**src/hdl/lidar_point_camera_projection_assert.svh**
```systemverilog
// Assertion macros for the projection block RTL, included by lpcp_back.
// Each macro expects clk and rst_n in the scope where it is used.
`ifndef LIDAR_POINT_CAMERA_PROJECTION_ASSERT_SVH
`define LIDAR_POINT_CAMERA_PROJECTION_ASSERT_SVH

// Same-cycle implication, checked out of reset.
`define LPCP_ASSERT_IMP(lbl, ante, cons, msg) \
  lbl: assert property (@(posedge clk) disable iff (!rst_n) (ante) |-> (cons)) \
    else $error(msg);

// Next-cycle implication, checked out of reset.
`define LPCP_ASSERT_NXT(lbl, ante, cons, msg) \
  lbl: assert property (@(posedge clk) disable iff (!rst_n) (ante) |=> (cons)) \
    else $error(msg);

`endif

```
**src/hdl/lpcp_pkg.sv**
```systemverilog
// Shared types and constants for the lidar point projection block.
// No dependencies; used by every module of the block.
`timescale 1ns / 1ps
`default_nettype none

package lpcp_pkg;

  localparam int CFG_IDX_W = 3;
  localparam int Q_FRAC    = 14;
  localparam int SPAN_W    = 46;
  localparam int DEPTH_W   = 19;
  localparam int COLOR_W   = 8;
  localparam int SIZE_W    = 16;
  localparam logic [DEPTH_W-1:0] DEPTH_MAX = 19'd524287;

  localparam logic [CFG_IDX_W-1:0] REG_ROW0   = 3'd0;
  localparam logic [CFG_IDX_W-1:0] REG_ROW1   = 3'd1;
  localparam logic [CFG_IDX_W-1:0] REG_ROW2   = 3'd2;
  localparam logic [CFG_IDX_W-1:0] REG_FOCAL  = 3'd3;
  localparam logic [CFG_IDX_W-1:0] REG_PP     = 3'd4;
  localparam logic [CFG_IDX_W-1:0] REG_DLIM   = 3'd5;
  localparam logic [CFG_IDX_W-1:0] REG_IMG    = 3'd6;
  localparam logic [CFG_IDX_W-1:0] REG_STRIDE = 3'd7;

  localparam logic [63:0] RST_ROW0   = 64'd16384;
  localparam logic [63:0] RST_ROW1   = 64'd1073741824;
  localparam logic [63:0] RST_ROW2   = 64'd70368744177664;
  localparam logic [63:0] RST_FOCAL  = 64'd659706976819200;
  localparam logic [63:0] RST_PP     = 64'd263882790748160;
  localparam logic [63:0] RST_DLIM   = 64'd343597383680100;
  localparam logic [31:0] RST_IMG    = 32'd31457920;
  localparam logic [15:0] RST_STRIDE = 16'd1;

  typedef struct packed {
    logic [63:0] row0;
    logic [63:0] row1;
    logic [63:0] row2;
    logic [63:0] focal;
    logic [63:0] pp;
    logic [63:0] dlim;
    logic [31:0] img;
    logic [15:0] stride;
  } cfg_t;

  typedef struct packed {
    logic full;
    logic empty;
  } q_stat_t;

endpackage

`default_nettype wire

```
**src/hdl/lpcp_fifo.sv**
```systemverilog
// Two-entry point queue between the front and the back of the block.
// Depends on lpcp_pkg for the status bundle.
`timescale 1ns / 1ps
`default_nettype none

module lpcp_fifo #(
  parameter int WIDTH = 60
) (
  input  wire logic             clk,
  input  wire logic             rst_n,
  input  wire logic             push,
  input  wire logic [WIDTH-1:0] push_data,
  input  wire logic             pop,
  output lpcp_pkg::q_stat_t     stat,
  output logic      [WIDTH-1:0] pop_data
);

  logic [WIDTH-1:0] mem_r [2];
  logic             wr_ptr_r;
  logic             rd_ptr_r;
  logic [1:0]       count_r;

  assign stat.full  = (count_r == 2'd2);
  assign stat.empty = (count_r == 2'd0);
  assign pop_data   = mem_r[rd_ptr_r];

  always_ff @(posedge clk) begin
    if (push) begin
      mem_r[wr_ptr_r] <= push_data;
    end
  end

  always_ff @(posedge clk) begin
    if (!rst_n) begin
      wr_ptr_r <= 1'b0;
      rd_ptr_r <= 1'b0;
      count_r  <= 2'd0;
    end else begin
      if (push) wr_ptr_r <= ~wr_ptr_r;
      if (pop)  rd_ptr_r <= ~rd_ptr_r;
      if (push && !pop)      count_r <= count_r + 2'd1;
      else if (pop && !push) count_r <= count_r - 2'd1;
    end
  end

endmodule

`default_nettype wire

```
**config.mk**
```make
export PLATFORM = sky130hd
export DESIGN_NAME = lpcp_fifo
export DESIGN_NICKNAME = d
export VERILOG_FILES = /design/src/hdl/lidar_point_camera_projection_assert.svh /design/src/hdl/lpcp_pkg.sv /design/src/hdl/lpcp_fifo.sv
export SDC_FILE = /design/constraint.sdc
export NUM_CORES = 1
export LEC_CHECK = 0
export BUFFER_PORTS_ARGS = -buffer_cell sky130_fd_sc_hd__buf_2
export CAP_MARGIN = 20
export CORE_ASPECT_RATIO = 2
export CORE_MARGIN = 10
export CORE_UTILIZATION = 30
export DETAILED_ROUTE_END_ITERATION = 10
export GPL_TIMING_DRIVEN = 0
export PLACE_DENSITY_LB_ADDON = 0.05
export RECOVER_POWER = 100
export SLEW_MARGIN = 20
export SYNTH_ARGS = -nofsm -noshare
export SYNTH_HDL_FRONTEND = slang
export SYNTH_SLANG_ARGS = --single-unit
```
**constraint.sdc**
```tcl
create_clock -name clk -period 5.39 [get_ports clk]
set_input_delay 0.2695 -clock clk [delete_from_list [all_inputs] [get_ports clk]]
set_output_delay 0.2695 -clock clk [all_outputs]
set_load 0.05 [all_outputs]
```
==> reports/results.txt <==
Maximum vdd drop: 0.229 mV
Setup bufs post-CTS: 0
DP Area: 0.00547 mm^2
DR iter-0 viols: 64
Sequential share of the synthesized area: 81.7%
Reg clk slew, reported paths: 0.06 ns
Fin. max-slew vios: 52
Final period utilization: 56.1%
Worst r2r src: wr_ptr_r$_SDFFE_PN0P_
Tot GR Track Use: 9.96%
Status: finished, violations left
CP Launch Type: flip-flop
Clock latency on the worst-skew pair: 0.40 ns
Die Area: 0.0207 mm^2
Hold Path End: mem_r[1][58]$_DFFE_PP_
Post-Syn Instances: 209
GR Util met1: 9.87%
RSZ-0062 raised after global routing: false
Drt pass-1 iters: 4
GR peak layer: met2
Placement Setup Slack: 3.71 ns
Initial Utilization: 30.6%
Core Area: 0.0148 mm^2
Clock Skews: 0.00591 ns
Hold_buf cts: 0
Critical path cell sequence: nor2b_1 > clkbuf_1
Slowest stage cell, crit path: nor2b_1
DRC: 0
Total grt overflow: 0
Final Cell Area: 0.00594 mm^2
Post-Syn Area: 0.00453 mm^2
Largest net degree at the start of global routing: 35
Worst Min Path Start: push_data[58]
TritonCTS Buffers: 17
First-pass GRT wire length: 15.7 mm
Synth Area per Inst: 21.7 um^2
Final ANT Viol Nets: 0
Rel. slew slack: -67.4%
Vias/cell: 4.28
GP Congestion: 0.628
DP Wirelength: 7.22 mm
Met2 usage: 17.4%
CP endpoint kind: flip-flop
Critical path arrival: 3.03 ns
PostCTS Resize Cnt: 0
Non-filler cells, final: 564
Final wirelength: 9.97 mm
Row Count: 63
Met3 Use GR: 4.43%
Die Height: 194 um
Failing checks: capacitance limit, slew limit
Layout cells sized above 1: 37.1%
Fin. Hold Viols: 0
Tightest Pin Transition: 2.51 ns
Power density cells: 449 mW/mm^2
Placed cells: 532
CTS tree: built
Post-Syn Nets: 274
Vias: 2,415
Tot Pwr: 2.66 mW
Synth Register Bits: 125
Worst R2R Setup Slack: 2.37 ns
Initial antenna violation count: 0
H-tree depth: 4
Yosys warnings: 0
Kind of critical path: reg2reg
Drt wl/cell: 17.7 um
Vias in the first global route: 2,757
Footprint of the multi-input gates: 791 um^2
Final core occ: 40.1%
Top-Level Pins: 126
Fill cells: 1,502
Setup ws final: 2.37 ns
Finish-stage setup viols: 0
Clock Path Buffers: 2
Root Driver: clkbuf_16
CP max FO: 23
Fmax: 0.331 GHz
Fin crit period: 3.02 ns
Post-Route Setup TNS: 0 ns
Yosys cell types: 16
Final net count: 421
Pleak: 2.05 nW
HP Class: in2reg
Port Buffers: 125
Die Wd: 107 um
Max-Cap Viols: 2
R2R cell count: 2
Diodes inserted: 0
Area taken by flip-flops and latches: 0.00370 mm^2
Worst R2R End: mem_r[0][39]$_DFFE_PP_
Hold WS: 0.0517 ns
CTS Sinks: 125
Crit. Startpoint: wr_ptr_r$_SDFFE_PN0P_
Worst Path Required: 5.39 ns
Worst path max stage delay: 1.19 ns
Area grow syn2layout: 31.0%
Hold depth: 1
## synthesized netlist by cell type, drive strengths merged
| library cell | n | share of area (%) |
|---|---|---|
| edfxtp | 120 | 79 |
| mux2 | 60 | 15 |
| buf | 7 | 0.77 |
| dfxtp | 5 | 2.2 |
| and2 | 4 | 0.55 |
| nor2b | 2 | 0.28 |
| xor2 | 2 | 0.39 |
| a21boi | 1 | 0.17 |
| and2b | 1 | 0.19 |
| ha | 1 | 0.28 |
| inv | 1 | 0.083 |
| nor2 | 1 | 0.083 |
| o21a | 1 | 0.17 |
| o21ai | 1 | 0.11 |
| or3 | 1 | 0.14 |
| xnor2 | 1 | 0.19 |
## report_power, final
part	switching, mW	internal (mW)
registers	0.0116	1.12
logic	0.269	0.0905
clock network	0.398	0.770
## critical path: cells and delay by family, from the launching register on
kind / cells / cell delay, ns
AND/OR/NAND/NOR: 1 / 1.19
flip-flops: 1 / 0.31
buffers and inverters: 1 / 1.10
## state kept, by name, summed over array words and instances, names as in the netlist, named ones only
| name | flops |
|---|---|
| mem_r | 120 |
| count_r | 2 |
| rd_ptr_r | 1 |
| wr_ptr_r | 1 |
## final cells by class
type	count	share of cell area, %
sequential	125	62.4
multi-input combinational	76	13.3
timing repair buffer	128	9.48
clock buffer	20	7.35
tap	195	4.11
clock inverter	12	2.87
buffer	7	0.442
inverter	1	0.0632
## kinds of logic after synthesis
| kind of cell | Yosys count | share of synthesized area (%) |
|---|---|---|
| flip-flops | 125 | 81.7 |
| multiplexers | 60 | 14.9 |
| AND/OR/NAND/NOR | 9 | 1.24 |
| buffers and inverters | 8 | 0.855 |
| AO/OA/AOI/OAI | 3 | 0.442 |
| XOR/XNOR | 3 | 0.580 |
| adder cells (fa/ha/maj) | 1 | 0.276 |
## worst max-delay path by stage
stage | end | cells after the start | slack, ns
6_report | mem_r[0][39]$_DFFE_PP_ | 2 | 2.37
3_3_place_gp | mem_r[0][34]$_DFFE_PP_ | 2 | -0.13
2_1_floorplan | mem_r[0][0]$_DFFE_PP_ | 1 | 1.91
3_5_place_dp | pop_data[41] | 4 | 3.71
4_1_cts | pop_data[41] | 4 | 3.26
5_1_grt | mem_r[0][59]$_DFFE_PP_ | 2 | 2.05
## metal layers
| layer | vias to the layer above | share of wire, % |
|---|---|---|
| li1 | 1118 | - |
| met2 | 93 | 54 |
| met3 | 11 | 7.5 |
| met5 | - | 0 |
| met4 | 0 | 1.5 |
| met1 | 1193 | 37 |
## layout by cell type, fill, tap and decap left out, drive strengths merged
cell type  instances
clkinv             5
clkinvlp           3
and2               4
clkbuf           101
edfxtp           120
or3                1
bufinv             4
o21a               1
xnor2              1
buf               54
nor2               1
xor2               2
and2b              1
o21ai              1
inv                1
a21boi             1
ha                 1
dfxtp              5
nor2b              2
mux2              60
Note: power is estimated with default switching activity, not from simulation.
