===== src/hdl/lidar_point_camera_projection_assert.svh =====
// Assertion macros for the projection block RTL, included by lpcp_back.
// Each macro expects clk and rst_n in the scope where it is used.
`ifndef LIDAR_POINT_CAMERA_PROJECTION_ASSERT_SVH
`define LIDAR_POINT_CAMERA_PROJECTION_ASSERT_SVH

// Same-cycle implication, checked out of reset.
`define LPCP_ASSERT_IMP(lbl, ante, cons, msg) \
  lbl: assert property (@(posedge clk) disable iff (!rst_n) (ante) |-> (cons)) \
    else $error(msg);

// Next-cycle implication, checked out of reset.
`define LPCP_ASSERT_NXT(lbl, ante, cons, msg) \
  lbl: assert property (@(posedge clk) disable iff (!rst_n) (ante) |=> (cons)) \
    else $error(msg);

`endif


===== src/hdl/lpcp_pkg.sv =====
// Shared types and constants for the lidar point projection block.
// No dependencies; used by every module of the block.
`timescale 1ns / 1ps
`default_nettype none

package lpcp_pkg;

  localparam int CFG_IDX_W = 3;
  localparam int Q_FRAC    = 14;
  localparam int SPAN_W    = 46;
  localparam int DEPTH_W   = 19;
  localparam int COLOR_W   = 8;
  localparam int SIZE_W    = 16;
  localparam logic [DEPTH_W-1:0] DEPTH_MAX = 19'd524287;

  localparam logic [CFG_IDX_W-1:0] REG_ROW0   = 3'd0;
  localparam logic [CFG_IDX_W-1:0] REG_ROW1   = 3'd1;
  localparam logic [CFG_IDX_W-1:0] REG_ROW2   = 3'd2;
  localparam logic [CFG_IDX_W-1:0] REG_FOCAL  = 3'd3;
  localparam logic [CFG_IDX_W-1:0] REG_PP     = 3'd4;
  localparam logic [CFG_IDX_W-1:0] REG_DLIM   = 3'd5;
  localparam logic [CFG_IDX_W-1:0] REG_IMG    = 3'd6;
  localparam logic [CFG_IDX_W-1:0] REG_STRIDE = 3'd7;

  localparam logic [63:0] RST_ROW0   = 64'd16384;
  localparam logic [63:0] RST_ROW1   = 64'd1073741824;
  localparam logic [63:0] RST_ROW2   = 64'd70368744177664;
  localparam logic [63:0] RST_FOCAL  = 64'd659706976819200;
  localparam logic [63:0] RST_PP     = 64'd263882790748160;
  localparam logic [63:0] RST_DLIM   = 64'd343597383680100;
  localparam logic [31:0] RST_IMG    = 32'd31457920;
  localparam logic [15:0] RST_STRIDE = 16'd1;

  typedef struct packed {
    logic [63:0] row0;
    logic [63:0] row1;
    logic [63:0] row2;
    logic [63:0] focal;
    logic [63:0] pp;
    logic [63:0] dlim;
    logic [31:0] img;
    logic [15:0] stride;
  } cfg_t;

  typedef struct packed {
    logic full;
    logic empty;
  } q_stat_t;

endpackage

`default_nettype wire


===== src/hdl/lpcp_front.sv =====
// Front end: accepts points and applies the per-cloud sample stride.
// Depends on lpcp_pkg; feeds lpcp_fifo.
`timescale 1ns / 1ps
`default_nettype none

module lpcp_front #(
  parameter int COORD_BITS = 20,
  parameter int IN_W       = 64
) (
  input  wire logic                    clk,
  input  wire logic                    rst_n,
  input  wire logic                    in_tvalid,
  output logic                         in_tready,
  input  wire logic [IN_W-1:0]         in_tdata,
  input  wire logic                    in_tuser,
  input  wire logic [15:0]             stride,
  input  wire lpcp_pkg::q_stat_t       q_stat,
  output logic                         push,
  output logic [3*COORD_BITS-1:0]      push_data
);

  logic [15:0] cd_r;
  logic [15:0] cd_nxt;
  logic [15:0] cd_cur;
  logic        accept;
  logic        keep;

  assign in_tready = !q_stat.full;
  assign accept    = in_tvalid && in_tready;
  assign cd_cur    = in_tuser ? 16'd0 : cd_r;
  assign keep      = (cd_cur == 16'd0);
  assign push      = accept && keep;
  assign push_data = in_tdata[3*COORD_BITS-1:0];

  always_comb begin
    cd_nxt = cd_r;
    if (accept) begin
      if (!keep)                 cd_nxt = cd_cur - 16'd1;
      else if (stride == 16'd0)  cd_nxt = 16'd0;
      else                       cd_nxt = stride - 16'd1;
    end
  end

  always_ff @(posedge clk) begin
    if (!rst_n) cd_r <= 16'd0;
    else        cd_r <= cd_nxt;
  end

endmodule

`default_nettype wire


===== config.mk =====
export PLATFORM = sky130hd
export DESIGN_NAME = lpcp_front
export DESIGN_NICKNAME = d
export VERILOG_FILES = /design/src/hdl/lidar_point_camera_projection_assert.svh /design/src/hdl/lpcp_pkg.sv /design/src/hdl/lpcp_front.sv
export SDC_FILE = /design/constraint.sdc
export NUM_CORES = 1
export LEC_CHECK = 0
export BUFFER_PORTS_ARGS = -buffer_cell sky130_fd_sc_hd__buf_2
export CAP_MARGIN = 20
export CELL_PAD_IN_SITES_DETAIL_PLACEMENT = 1
export CELL_PAD_IN_SITES_GLOBAL_PLACEMENT = 1
export CORE_MARGIN = 2
export CORE_UTILIZATION = 29
export DETAILED_ROUTE_END_ITERATION = 12
export PLACE_DENSITY = 0.89
export SLEW_MARGIN = 10
export SYNTH_ARGS = -nofsm -noshare
export SYNTH_HDL_FRONTEND = slang
export SYNTH_SLANG_ARGS = --single-unit

===== constraint.sdc =====
create_clock -name clk -period 4.47 [get_ports clk]
set_input_delay 0.894 -clock clk [delete_from_list [all_inputs] [get_ports clk]]
set_output_delay 0.894 -clock clk [all_outputs]
set_load 0.01 [all_outputs]

==> summary.log <==
[worst_setup_path] reg2reg setup slack 2.34 ns
[place] routability-driven placement congestion ratio 0.8111
[yosys] number of cells produced by synthesis 252
[power] combinational share of power 34.9%
[power] leakage power summed over all cells 0.0005912 uW
[worst_setup_path] Crit Reg-Reg Endpoint cd_r[11]
[cells_and_area] commonest cells after routing, fill and taps aside sky130_fd_sc_hd__buf_2, sky130_fd_sc_hd__nor2_1, sky130_fd_sc_hd__dfxtp_1, sky130_fd_sc_hd__nand2_1, sky130_fd_sc_hd__nand3_1
[sta] total negative setup slack 0 ns
[route] DRC 0
[route] DRT antenna net count 0
[power] Cell Int Power 276.2 uW
[route] Routed WL per cell 16.49 um
[worst_setup_path] kind of start point of the critical path flop
[sta] worst-case clock skew 0.003214 ns
[global_route] overflow left after global routing 0
[clock_tree] Setup Fix Bufs, Post-CTS 0
[worst_setup_path] class of the most critical setup path reg -> out
[sta] slew margin rel. 56.56%
[sta] period utilisation layout 72.15%
[route] via count 1617
[sta] unrepaired setup endpoints after global routing false
[power] Switch Pwr 164.7 uW
[yosys] flip-flop and latch count after synthesis 16
[yosys] number of flops mapped to enable cells by yosys 0
[outcome] status complete, no violations
[sta] worst-margin pin slew 0.6456 ns
[sta] final hold violation count 0
[min_path] min-delay worst type reg -> reg
[die] die footprint 7331 um2
[worst_setup_path] CP Data Arrival Time 2.33 ns
[global_route] met3 track demand over resource 1.732%
[global_route] vias in the first global route 1612
[route] Via-to-Cell Ratio 5.694
[clock_tree] clock root cell sky130_fd_sc_hd__clkbuf_8
[worst_setup_path] maximum fanout count along the critical path 15
[worst_setup_path] CP endpoint kind output port
[power] proportion of total power due to net switching 37.35%
[clock_tree] clock-pin slew on the worst setup and hold paths 0.07 ns
[power] fraction of power consumed by the clock network 25.8%
[min_path] worst min-delay path endpoint cd_r[15]
[worst_setup_path] beginning of the critical path cd_r[2]
[clock_tree] count of cells resized by post-cts repair 0
[worst_setup_path] critical path required time 3.58 ns
[yosys] sequential area share after synthesis 16.58%
[route] 1st-iter DRT viols 103
[min_path] Hold Path Cell Cnt 2
[place] estimated wirelength of the detail-placed design 3546 um
[die] number of top-level design ports 148
[cells_and_area] commonest non-fill, non-tap cell in the layout sky130_fd_sc_hd__buf_2
[worst_setup_path] Critical R2R Launch cd_r[2]
[sta] worst setup margin 1.245 ns
[clock_tree] CTS tree built
[die] DIE WIDTH 85.62 um
[clock_tree] number of buffers created by CTS 3
[route] Pre-antenna DRT Iters 4
[yosys] async set-or-reset flop fraction in the synthesized netlist 0%
[power] maximum ir drop on the vdd rail 88.89 uV
[yosys] count of synthesis-stage warnings from yosys 0
[cells_and_area] number of flip-flops in the largest register 16
[cells_and_area] number of antenna diodes 0
[global_route] number of antenna violations at the first check in global routing 0
[clock_tree] Hold-fix buffers, CTS 0
[cells_and_area] Layout Area Growth over Synthesis -13.08%
[place] Port Buf Inserts 22
[clock_tree] clock latency on the worst-skew pair 0.25 ns
[die] Vert. Die Dim 85.62 um
[global_route] met1 routing resource usage after global routing 16.17%
[yosys] count of cell types in the netlist 57
[global_route] Global Route Usage Sum 12.63%
[yosys] top_reg_cell synth sky130_fd_sc_hd__dfxtp_1
[cells_and_area] registers with the highest flip-flop counts cd_r: 16 flops
[clock_tree] worst-case clock buffer depth 2
[flow_run] number of maximum-capacitance constraint violations 0
[sta] post-layout minimum cycle time 3.225 ns
[sta] maximum clock frequency 0.3101 GHz
[die] core area 6386 um2
[cells_and_area] fraction of final layout cells sized beyond drive strength 1 17.87%
[sta] final max-slew violation count 0
[die] number of placement rows 29
[power] share of power burned in registers 39.3%
[power] areal power density over the cells 262.6 nW/um2
[global_route] layer with the highest usage after global routing met2
[cells_and_area] register bank with the most flops cd_r
[global_route] global-route track usage on met2 20.60%
[yosys] Post-Syn Area 1932 um2
[yosys] synthesized net count 340
[place] worst slack, placed 1.581 ns
[min_path] hold wc startpoint cd_r[15]
[sta] final setup fails 0
[clock_tree] H-tree lvl count 1
[global_route] largest net degree at the start of global routing 19
[clock_tree] CTS sink count 16
[worst_setup_path] depth of the most critical reg-to-reg path 5
[die] initial core utilization 30.25%
[cells_and_area] Final Net Count 297
[yosys] Post-Syn Area per Cell 7.666 um2
[global_route] first-pass GRT wire length 7645 um
[route] wire length reported by the detailed router 4683 um
[cells in the mapped netlist, types with 5 or more instances]
cell type,number,area [um2]
sky130_fd_sc_hd__a31oi_1,5,31.28
sky130_fd_sc_hd__buf_4,60,450.4
sky130_fd_sc_hd__nand2_1,12,45.04
sky130_fd_sc_hd__o21ai_0,9,45.04
sky130_fd_sc_hd__nor4_1,8,50.05
sky130_fd_sc_hd__clkbuf_1,8,30.03
sky130_fd_sc_hd__xnor2_1,5,43.79
sky130_fd_sc_hd__nand4_1,7,43.79
sky130_fd_sc_hd__nor2_1,16,60.06
sky130_fd_sc_hd__a21oi_1,10,50.05
sky130_fd_sc_hd__nor3_1,10,50.05
sky130_fd_sc_hd__dfxtp_1,16,320.3
sky130_fd_sc_hd__nand3_1,11,55.05
[worst max-delay path: stages, from the launching register on]
cell and delay [ns]:
sky130_fd_sc_hd__dfxtp_1 0.38, sky130_fd_sc_hd__nor4_4 0.43, sky130_fd_sc_hd__and3_1 0.47, sky130_fd_sc_hd__a31oi_4 0.28
sky130_fd_sc_hd__nor2_1 0.31, sky130_fd_sc_hd__buf_2 0.20
[power groups by stage]
stage	clock [uW]	combinational, uW	sequential [uW]
4_1_cts	115	153	173
3_5_place_dp	0	151	176
5_1_grt	118	170	176
3_3_place_gp	0	146	175
6_report	114	154	173
2_1_floorplan	0	172	170
[how the worst max path moves through the flow]
stage,to,cells past startpoint
after floorplan,cd_r[4],9
after global placement,push,4
after detailed placement,push,4
after CTS,push,5
after global routing,push,5
final,push,5
[metal layers]
| layer | routed length [um] | part of all wire (%) | vias up |
|---|---|---|---|
| met2 | 2128 | 45 | 62 |
| li1 | - | - | 769 |
| met4 | 112 | 2.4 | 0 |
| met5 | 0 | 0 | - |
| met1 | 2123 | 45 | 768 |
| met3 | 318 | 6.8 | 18 |
[stage by stage]
stage / hold slack (ns) / utilization, % / power [uW] / instances / instance area (um2)
2_1_floorplan: 0.4560 / - / 342.7 / 252 / 1932
4_1_cts: 0.5049 / 26.29 / 441.2 / 284 / 1679
6_report: 0.4937 / 26.29 / 440.9 / 284 / 1679
5_1_grt: 0.5130 / 26.29 / 463.2 / 284 / 1679
3_5_place_dp: 0.4952 / 25.65 / 327.2 / 281 / 1638
3_3_place_gp: 0.4682 / 25.65 / 320.6 / 281 / 1638
[cell type report]
class	instances	area, um2
tap	77	96.34
fill	804	4707
multi-input combinational	161	1089
inverter	4	15.01
clock buffer	3	41.29
timing repair buffer	23	117.6
sequential	16	320.3
[cell families after synthesis]
family / after synthesis / synth area share [%]
compound gates: 54 / 20.86
fa+ha+maj: 2 / 1.295
buf+inv: 75 / 27.07
xor+xnor: 9 / 4.080
simple gates: 94 / 29.02
flops: 16 / 16.58
mux: 2 / 1.101
Note: power is estimated with default switching activity, not from simulation.
